`config.mk`:
```
export PLATFORM = sky130hd
export DESIGN_NAME = sha256_message_hash_unit
export DESIGN_NICKNAME = d
export VERILOG_FILES = /design/src/rtl/core/smh_pkg.sv /design/src/rtl/core/smh_ctrl.sv /design/src/rtl/core/smh_datapath.sv /design/src/rtl/core/sha256_message_hash_unit.sv
export SDC_FILE = /design/constraint.sdc
export NUM_CORES = 2
export LEC_CHECK = 0
export BUFFER_PORTS_ARGS = -buffer_cell sky130_fd_sc_hd__buf_2
export CORE_AREA = 4 4 567 513
export DETAILED_ROUTE_END_ITERATION = 10
export DIE_AREA = 0 0 571 517
export PLACE_DENSITY = 0.49
export SKIP_CTS_REPAIR_TIMING = 1
export SKIP_LAST_GASP = 1
export SLEW_MARGIN = 20
export SYNTH_ARGS = -nofsm -noshare
export SYNTH_HDL_FRONTEND = slang
export SYNTH_SLANG_ARGS = --single-unit
```
`constraint.sdc`:
```
create_clock -name clk_i -period 42.1 [get_ports clk_i]
set_input_delay 12.63 -clock clk_i [delete_from_list [all_inputs] [get_ports clk_i]]
set_output_delay 12.63 -clock clk_i [all_outputs]
set_load 0.01 [all_outputs]
```
`src/rtl/core/smh_pkg.sv`:
```
// Shared types, constants and helper functions of the SHA-256 message hash unit.
`timescale 1ns / 1ps

package smh_pkg;

  typedef struct packed {
    logic [7:0] msg_byte;
    logic       byte_present;
    logic       end_of_message;
  } smh_in_t;

  typedef struct packed {
    logic [31:0] digest_word;
    logic [2:0]  word_index;
    logic        last_word;
  } smh_out_t;

  typedef enum logic [1:0] {
    SEL_MSG  = 2'd0,
    SEL_MARK = 2'd1,
    SEL_ZERO = 2'd2,
    SEL_LEN  = 2'd3
  } byte_sel_e;

  typedef struct packed {
    logic      shift_en;
    byte_sel_e sel;
    logic      init_vars;
    logic      round_en;
    logic      add_en;
    logic      finish;
  } smh_cmd_t;

  typedef struct packed {
    logic [6:0] count;
    logic       last_round;
    logic       out_busy;
  } smh_sts_t;

  localparam logic [6:0] LastByte = 7'd63;
  localparam logic [6:0] LenStart = 7'd56;
  localparam logic [7:0] PadMark  = 8'h80;

  localparam logic [255:0] InitHash = {
    32'h6a09e667, 32'hbb67ae85, 32'h3c6ef372, 32'ha54ff53a,
    32'h510e527f, 32'h9b05688c, 32'h1f83d9ab, 32'h5be0cd19
  };

  localparam logic [31:0] RoundK [64] = '{
    32'h428a2f98, 32'h71374491, 32'hb5c0fbcf, 32'he9b5dba5,
    32'h3956c25b, 32'h59f111f1, 32'h923f82a4, 32'hab1c5ed5,
    32'hd807aa98, 32'h12835b01, 32'h243185be, 32'h550c7dc3,
    32'h72be5d74, 32'h80deb1fe, 32'h9bdc06a7, 32'hc19bf174,
    32'he49b69c1, 32'hefbe4786, 32'h0fc19dc6, 32'h240ca1cc,
    32'h2de92c6f, 32'h4a7484aa, 32'h5cb0a9dc, 32'h76f988da,
    32'h983e5152, 32'ha831c66d, 32'hb00327c8, 32'hbf597fc7,
    32'hc6e00bf3, 32'hd5a79147, 32'h06ca6351, 32'h14292967,
    32'h27b70a85, 32'h2e1b2138, 32'h4d2c6dfc, 32'h53380d13,
    32'h650a7354, 32'h766a0abb, 32'h81c2c92e, 32'h92722c85,
    32'ha2bfe8a1, 32'ha81a664b, 32'hc24b8b70, 32'hc76c51a3,
    32'hd192e819, 32'hd6990624, 32'hf40e3585, 32'h106aa070,
    32'h19a4c116, 32'h1e376c08, 32'h2748774c, 32'h34b0bcb5,
    32'h391c0cb3, 32'h4ed8aa4a, 32'h5b9cca4f, 32'h682e6ff3,
    32'h748f82ee, 32'h78a5636f, 32'h84c87814, 32'h8cc70208,
    32'h90befffa, 32'ha4506ceb, 32'hbef9a3f7, 32'hc67178f2
  };

  function automatic logic [31:0] rotr(input logic [31:0] x, input int unsigned n);
    return (x >> n) | (x << (32 - n));
  endfunction

  function automatic logic [31:0] big_sigma0(input logic [31:0] x);
    return rotr(x, 2) ^ rotr(x, 13) ^ rotr(x, 22);
  endfunction

  function automatic logic [31:0] big_sigma1(input logic [31:0] x);
    return rotr(x, 6) ^ rotr(x, 11) ^ rotr(x, 25);
  endfunction

  function automatic logic [31:0] small_sigma0(input logic [31:0] x);
    return rotr(x, 7) ^ rotr(x, 18) ^ (x >> 3);
  endfunction

  function automatic logic [31:0] small_sigma1(input logic [31:0] x);
    return rotr(x, 17) ^ rotr(x, 19) ^ (x >> 10);
  endfunction

endpackage

```
`src/rtl/core/smh_ctrl.sv`:
```
// Control state machine that sequences byte loading, padding, rounds and digest output.
`timescale 1ns / 1ps

module smh_ctrl (
  input  logic            clk_i,
  input  logic            rst_ni,
  input  logic            in_valid_i,
  input  smh_pkg::smh_in_t in_data_i,
  output logic            in_stall_o,
  input  smh_pkg::smh_sts_t sts_i,
  output smh_pkg::smh_cmd_t cmd_o
);

  typedef enum logic [5:0] {
    S_IDLE  = 6'b000001,
    S_ROUND = 6'b000010,
    S_ADD   = 6'b000100,
    S_PAD   = 6'b001000,
    S_LEN   = 6'b010000,
    S_DONE  = 6'b100000
  } state_e;

  state_e            state_q, state_d;
  logic              pend_q, pend_d;
  logic              mark_q, mark_d;
  logic              fin_q, fin_d;
  smh_pkg::smh_cmd_t cmd;

  always_comb begin
    cmd     = '0;
    cmd.sel = smh_pkg::SEL_MSG;
    state_d = state_q;
    pend_d  = pend_q;
    mark_d  = mark_q;
    fin_d   = fin_q;
    unique case (state_q)
      S_IDLE: begin
        if (in_valid_i) begin
          if (in_data_i.byte_present) begin
            cmd.shift_en = 1'b1;
          end
          if (in_data_i.end_of_message) begin
            pend_d = 1'b1;
          end
          if (in_data_i.byte_present && sts_i.count == smh_pkg::LastByte) begin
            cmd.init_vars = 1'b1;
            state_d       = S_ROUND;
          end else if (in_data_i.end_of_message) begin
            state_d = S_PAD;
          end
        end
      end
      S_PAD: begin
        if (!mark_q) begin
          cmd.shift_en = 1'b1;
          cmd.sel      = smh_pkg::SEL_MARK;
          mark_d       = 1'b1;
        end else if (sts_i.count == smh_pkg::LenStart) begin
          state_d = S_LEN;
        end else begin
          cmd.shift_en = 1'b1;
          cmd.sel      = smh_pkg::SEL_ZERO;
        end
        if (cmd.shift_en && sts_i.count == smh_pkg::LastByte) begin
          cmd.init_vars = 1'b1;
          state_d       = S_ROUND;
        end
      end
      S_LEN: begin
        cmd.shift_en = 1'b1;
        cmd.sel      = smh_pkg::SEL_LEN;
        if (sts_i.count == smh_pkg::LastByte) begin
          cmd.init_vars = 1'b1;
          fin_d         = 1'b1;
          state_d       = S_ROUND;
        end
      end
      S_ROUND: begin
        cmd.round_en = 1'b1;
        if (sts_i.last_round) begin
          state_d = S_ADD;
        end
      end
      S_ADD: begin
        cmd.add_en = 1'b1;
        if (fin_q) begin
          state_d = S_DONE;
        end else if (pend_q) begin
          state_d = S_PAD;
        end else begin
          state_d = S_IDLE;
        end
      end
      S_DONE: begin
        if (!sts_i.out_busy) begin
          cmd.finish = 1'b1;
          pend_d     = 1'b0;
          mark_d     = 1'b0;
          fin_d      = 1'b0;
          state_d    = S_IDLE;
        end
      end
      default: begin
        state_d = S_IDLE;
      end
    endcase
  end

  always_ff @(posedge clk_i or negedge rst_ni) begin
    if (!rst_ni) begin
      state_q <= S_IDLE;
      pend_q  <= 1'b0;
      mark_q  <= 1'b0;
      fin_q   <= 1'b0;
    end else begin
      state_q <= state_d;
      pend_q  <= pend_d;
      mark_q  <= mark_d;
      fin_q   <= fin_d;
    end
  end

  assign in_stall_o = (state_q != S_IDLE);
  assign cmd_o      = cmd;

  a_finish_when_free: assert property (@(posedge clk_i) disable iff (!rst_ni)
    cmd.finish |-> !sts_i.out_busy)
    else $error("Digest loaded while the output register still holds beats.");

  a_round_count_clear: assert property (@(posedge clk_i) disable iff (!rst_ni)
    (state_q == S_ROUND || state_q == S_ADD) |-> sts_i.count == 7'd0)
    else $error("Byte count is not cleared during compression.");

  a_len_window: assert property (@(posedge clk_i) disable iff (!rst_ni)
    (state_q == S_LEN) |-> sts_i.count >= smh_pkg::LenStart)
    else $error("Length bytes placed outside the last eight block bytes.");

  a_fin_marked: assert property (@(posedge clk_i) disable iff (!rst_ni)
    fin_q |-> (mark_q && pend_q))
    else $error("Final block started without the padding mark.");

endmodule

```
`src/rtl/core/smh_datapath.sv`:
```
// Datapath: block shift register, message schedule, round logic, hash state and digest output.
`timescale 1ns / 1ps

module smh_datapath (
  input  logic              clk_i,
  input  logic              rst_ni,
  input  smh_pkg::smh_in_t  in_data_i,
  input  smh_pkg::smh_cmd_t cmd_i,
  output smh_pkg::smh_sts_t sts_o,
  output logic              out_valid_o,
  input  logic              out_stall_i,
  output smh_pkg::smh_out_t out_data_o
);

  logic [511:0]      blk_q, blk_d;
  logic [6:0]        cnt_q, cnt_d;
  logic [63:0]       bits_q, bits_d;
  logic [5:0]        round_q, round_d;
  logic [0:7][31:0]  vars_q, vars_d;
  logic [0:7][31:0]  hash_q, hash_d;
  logic [255:0]      dig_q, dig_d;
  logic [3:0]        left_q, left_d;
  logic [2:0]        idx_q, idx_d;
  logic [7:0]        in_byte;
  logic [31:0]       w_cur, w_new, t1, t2;
  logic              out_take;

  always_comb begin
    case (cmd_i.sel)
      smh_pkg::SEL_MSG:  in_byte = in_data_i.msg_byte;
      smh_pkg::SEL_MARK: in_byte = smh_pkg::PadMark;
      smh_pkg::SEL_ZERO: in_byte = 8'h00;
      smh_pkg::SEL_LEN:  in_byte = bits_q[63 - 8 * cnt_q[2:0] -: 8];
      default:           in_byte = 8'h00;
    endcase
  end

  assign w_cur = blk_q[511:480];
  assign w_new = smh_pkg::small_sigma1(blk_q[511-32*14 -: 32]) + blk_q[511-32*9 -: 32] +
                 smh_pkg::small_sigma0(blk_q[511-32*1 -: 32]) + w_cur;
  assign t1 = vars_q[7] + smh_pkg::big_sigma1(vars_q[4]) +
              ((vars_q[4] & vars_q[5]) ^ (~vars_q[4] & vars_q[6])) +
              smh_pkg::RoundK[round_q] + w_cur;
  assign t2 = smh_pkg::big_sigma0(vars_q[0]) +
              ((vars_q[0] & vars_q[1]) ^ (vars_q[0] & vars_q[2]) ^ (vars_q[1] & vars_q[2]));

  assign out_take = out_valid_o && !out_stall_i;

  always_comb begin
    blk_d   = blk_q;
    cnt_d   = cnt_q;
    bits_d  = bits_q;
    round_d = round_q;
    vars_d  = vars_q;
    hash_d  = hash_q;
    dig_d   = dig_q;
    left_d  = left_q;
    idx_d   = idx_q;
    if (cmd_i.shift_en) begin
      blk_d = {blk_q[503:0], in_byte};
      cnt_d = cnt_q + 7'd1;
      if (cmd_i.sel == smh_pkg::SEL_MSG) begin
        bits_d = bits_q + 64'd8;
      end
    end
    if (cmd_i.init_vars) begin
      cnt_d   = 7'd0;
      round_d = 6'd0;
      vars_d  = hash_q;
    end
    if (cmd_i.round_en) begin
      blk_d   = {blk_q[479:0], w_new};
      round_d = round_q + 6'd1;
      vars_d  = {t1 + t2, vars_q[0], vars_q[1], vars_q[2],
                 vars_q[3] + t1, vars_q[4], vars_q[5], vars_q[6]};
    end
    if (cmd_i.add_en) begin
      for (int i = 0; i < 8; i++) begin
        hash_d[i] = hash_q[i] + vars_q[i];
      end
    end
    if (out_take) begin
      dig_d  = {dig_q[223:0], 32'h0};
      left_d = left_q - 4'd1;
      idx_d  = idx_q + 3'd1;
    end
    if (cmd_i.finish) begin
      dig_d  = hash_q;
      left_d = 4'd8;
      idx_d  = 3'd0;
      hash_d = smh_pkg::InitHash;
      bits_d = 64'd0;
      cnt_d  = 7'd0;
    end
  end

  always_ff @(posedge clk_i or negedge rst_ni) begin
    if (!rst_ni) begin
      cnt_q   <= 7'd0;
      bits_q  <= 64'd0;
      round_q <= 6'd0;
      hash_q  <= smh_pkg::InitHash;
      left_q  <= 4'd0;
      idx_q   <= 3'd0;
    end else begin
      cnt_q   <= cnt_d;
      bits_q  <= bits_d;
      round_q <= round_d;
      hash_q  <= hash_d;
      left_q  <= left_d;
      idx_q   <= idx_d;
    end
  end

  always_ff @(posedge clk_i) begin
    blk_q  <= blk_d;
    vars_q <= vars_d;
    dig_q  <= dig_d;
  end

  assign out_valid_o            = (left_q != 4'd0);
  assign out_data_o.digest_word = dig_q[255:224];
  assign out_data_o.word_index  = idx_q;
  assign out_data_o.last_word   = (idx_q == 3'd7);

  assign sts_o.count      = cnt_q;
  assign sts_o.last_round = (round_q == 6'd63);
  assign sts_o.out_busy   = out_valid_o;

endmodule

```
`src/rtl/core/sha256_message_hash_unit.sv`:
```
// Top level of the SHA-256 message hash unit.
//
// Input beats carry one optional message byte and an optional end mark. A beat
// is taken when in_valid_i is high and in_stall_o is low; in_stall_o is low
// only while the unit waits for message bytes. The 64th byte of a block
// starts the compression, which runs one round a cycle on a single round
// unit through all 64 rounds and then folds the result into the hash.
// An end mark pads the block one byte a cycle, pausing while a full block is
// compressed and before the length bytes (up to 56 zero bytes, then eight
// length bytes), and compresses one or two more blocks before the digest
// is ready.
// The digest leaves as eight output beats of 32 bits, H0 first, with the word
// index on every beat and a last flag on the eighth. These beats drain from
// their own register, so the next message can stream in while the receiver
// stalls output; a second digest waits until the first has fully drained.
// Reset returns the hash state to its initial values and clears the byte and
// bit counts; any digest not yet delivered is dropped.
`timescale 1ns / 1ps

module sha256_message_hash_unit (
  input  logic              clk_i,
  input  logic              rst_ni,
  input  logic              in_valid_i,
  output logic              in_stall_o,
  input  smh_pkg::smh_in_t  in_data_i,
  output logic              out_valid_o,
  input  logic              out_stall_i,
  output smh_pkg::smh_out_t out_data_o
);

  smh_pkg::smh_cmd_t cmd;
  smh_pkg::smh_sts_t sts;

  smh_ctrl u_ctrl (
    .clk_i      (clk_i),
    .rst_ni     (rst_ni),
    .in_valid_i (in_valid_i),
    .in_data_i  (in_data_i),
    .in_stall_o (in_stall_o),
    .sts_i      (sts),
    .cmd_o      (cmd)
  );

  smh_datapath u_datapath (
    .clk_i       (clk_i),
    .rst_ni      (rst_ni),
    .in_data_i   (in_data_i),
    .cmd_i       (cmd),
    .sts_o       (sts),
    .out_valid_o (out_valid_o),
    .out_stall_i (out_stall_i),
    .out_data_o  (out_data_o)
  );

endmodule
```
==> flow_summary.ini <==
[run_status]
status = complete, no violations

[drt]
ant_nets = 0
first_pass_iters = 6
drc = 0
wirelength_mm = 283.6
avgViaCountPerCell = 5.080
drt_iter0_drc = 6183
wl_per_cell_um = 21.98
vias = 65550

[synthesis]
yosysUniqueCellTypes = 92
synth_cells = 9228
ys_warn_count = 0
synth_area_leaders = edfxtp_1 (36%), nand2_1 (13%), dfrtp_1 (6.1%)
yosysTopAreaCell = edfxtp_1
synth_seq_cells = 1370
synthArstFlopShare = 0.2526
synth-main-ff-cell = edfxtp_1
synth_edf_count = 1024
synth_nets = 9836
synth-seq-area-share = 0.4651
yosysTopAreaCellShare = 0.3613
mappedNetlistArea_mm2 = 0.08511
avgSynthCellArea_um2 = 9.223

[timing]
relSlewSlack = 0.09600
worst_pin_slew_ps = 1356
fin_crit_ps = 16310
setup_viol_count_final = 0
drv_slew = 0
holdWs_ps = 474.2
final-hold-violation-count = 0
fin_setup_tns_ps = 0
grt_setup_unrepaired = false
finalCritPeriodShare = 0.3875
skew_ps = 112.3
fmax_ghz = 0.06130

[floorplanning]
core_area_mm2 = 0.2846
rows = 186
die_h_um = 517
fp.dieArea_mm2 = 0.2952
die_w_um = 571
ioPinCount = 52
start_util = 0.2990

[flow_run]
cap_violations = 0

[setup_path]
crit_path_frequent_cell = buf_4
crit_path_cell_trace = buf_2 > nand4_4 > and3_1 > nand2_4 > buf_4 > buf_4 > buf_4
path_delay_family = buffers and inverters
crit_buf_inv = 4
rr_endpoint = u_datapath.vars_q[254]$_DFFE_PP_
r2r_slack_ps = 30470
cp_slowest_stage_delay_ps = 880
startpoint_type = input port
reg2regPathDepth = 35
r2r_start = u_datapath.round_q[2]$_DFFE_PN0P_
setup.worst_path.end_class = register
arrival_ps = 16760
cp.required_ps = 42540
endpoint = u_datapath.blk_q[431]$_DFFE_PP_
critPathLaunch = in_valid_i
path_class = in -> reg
cp_max_fo = 76
cpMaxStageDelayCell = buf_4
worst-path-stages = 7

[clocking]
cts_buffers = 168
cts_sinks = 1370
tritoncts = yes
cts_max_path_buffers = 4
cts-htree-levels = 4
cts.clk_slew.worst_paths_ps = 60
insertion_delay_ps = 870
cts_root_buf = clkbuf_16

[placed_design]
placed_area_mm2 = 0.08887
routabilityCongestion = 0.8945
port_buffers = 51
dp_hpwl_mm = 201.3

[layout]
mostFrequentLayoutCell = nand2_1
postLayoutCoreUtil = 0.3317
num_antenna_cells = 0
drive_above_1_share = 0.06747
area_delta_synth_final_pct = 10.94
nFillCells = 29390
postLayoutCellArea_mm2 = 0.09442
mostFrequentLayoutCells = nand2_1 (3045), edfxtp_1 (1024), o21ai_0 (462)
finalNetCount = 9623

[pwr]
vdd_drop_max_mv = 0.03037
switching_share = 0.2268
power_frac_seq = 0.488
power_switching_uw = 715.6
clockPowerShare = 0.474
power.density_mw_per_mm2 = 33.42
combinationalPowerShare = 0.038
p_int_uw = 2439
p_leak_uw = 0.04066

[worst_hold_path]
hold_path.class = reg -> reg
hold_depth = 2

[global_routing]
grt_pass1_vias = 63630
grt_pass1_wl_mm = 418.2
grt_max_degree = 250
grt_overflow = 0
antenna_found_initial = 2
grt_usage = 0.1865
-- power by group through the flow --
stage          Combinational [uW]  Sequential, uW  Clock (uW)
5_1_grt                       135            1540        1590
3_3_place_gp                  123            1570           0
6_report                      120            1540        1500
3_5_place_dp                  123            1570           0
4_1_cts                       123            1540        1530
2_1_floorplan                66.0            1570           0
-- kinds of logic after synthesis --
logic type      after synthesis  share of synthesized area
buf+inv                     846                    0.03874
flops                      1370                     0.4651
fa+ha+maj                   618                     0.1074
compound gates             1614                     0.1160
mux                          70                    0.01088
xor+xnor                    625                    0.06432
simple gates               4085                     0.1976
-- worst min-delay path by stage --
stage / from / end
final: u_datapath.dig_q[79]$_DFFE_PP_ / u_datapath.dig_q[111]$_DFFE_PP_
after global routing: u_datapath.dig_q[79]$_DFFE_PP_ / u_datapath.dig_q[111]$_DFFE_PP_
after CTS: u_datapath.dig_q[79]$_DFFE_PP_ / u_datapath.dig_q[111]$_DFFE_PP_
after detailed placement: u_datapath.cnt_q[5]$_DFFE_PN0P_ / u_datapath.cnt_q[5]$_DFFE_PN0P_
after global placement: u_datapath.dig_q[191]$_DFFE_PP_ / u_datapath.dig_q[223]$_DFFE_PP_
after floorplan: u_datapath.cnt_q[5]$_DFFE_PN0P_ / u_datapath.cnt_q[5]$_DFFE_PN0P_
-- cells in the mapped netlist, drive strengths merged, types with 17 or more instances --
library cell	number
dfrtp	209
ha	399
and2	51
a21oi	453
edfxtp	1024
xnor2	373
a31oi	56
a311oi	19
maj3	24
o21ai	515
buf	73
or3	38
or2	23
o211ai	35
o31ai	40
nand3	176
o21bai	46
xor2	252
a21o	152
nand4	48
inv	312
nand2b	64
nor4	21
o31a	18
nor3	118
clkbuf	459
and3	42
o21a	55
nor2b	47
mux2i	43
dfstp	137
nor2	362
a211oi	57
mux4	17
nand2	3047
fa	195
-- worst register-to-register path, delay by kind of cell (launching register included) --
| kind | cells | cell delay (ps) |
|---|---|---|
| compound gates | 18 | 5940 |
| xor+xnor | 1 | 180 |
| fa+ha+maj | 7 | 3220 |
| buf+inv | 5 | 1280 |
| flops | 1 | 340 |
| simple gates | 4 | 340 |
-- stage by stage --
stage / setup WS, ps / total power, uW / cells
CTS: 25800 / 3198 / 12910
detailed placement: 24900 / 1690 / 12610
global route: 25510 / 3267 / 12910
floorplan: 17120 / 1638 / 9228
finish: 25790 / 3155 / 12910
global placement: 24980 / 1689 / 12600
-- routing by layer --
layer  routed length [um]  vias to the layer above  track usage
met5                   13                        -            0
met4                 8427                        2      0.05291
met3                16300                      372      0.02575
met2               124600                     1879       0.2868
met1               134300                    32240       0.2726
li1                     -                    31070            -
-- state kept, by name, summed over array words and instances (netlist names) --
name / count
u_ctrl.fin_q: 1
u_datapath.hash_q: 256
u_datapath.idx_q: 3
u_datapath.bits_q: 61
u_datapath.round_q: 6
u_ctrl.state_q: 6
u_ctrl.pend_q: 1
u_ctrl.mark_q: 1
u_datapath.vars_q: 256
u_datapath.cnt_q: 7
u_datapath.dig_q: 256
u_datapath.left_q: 4
u_datapath.blk_q: 512
-- final cells by class --
type                       count  area [um2]  share of cell area
timing repair buffer         149        1105             0.01170
tap                         3760        4705             0.04983
inverter                     314        1194             0.01264
sequential                  1370       39580              0.4192
clock inverter                84       979.7             0.01038
clock buffer                 216        4537             0.04805
multi-input combinational   7012       42320              0.4482
(Power assumes the default switching activity.)
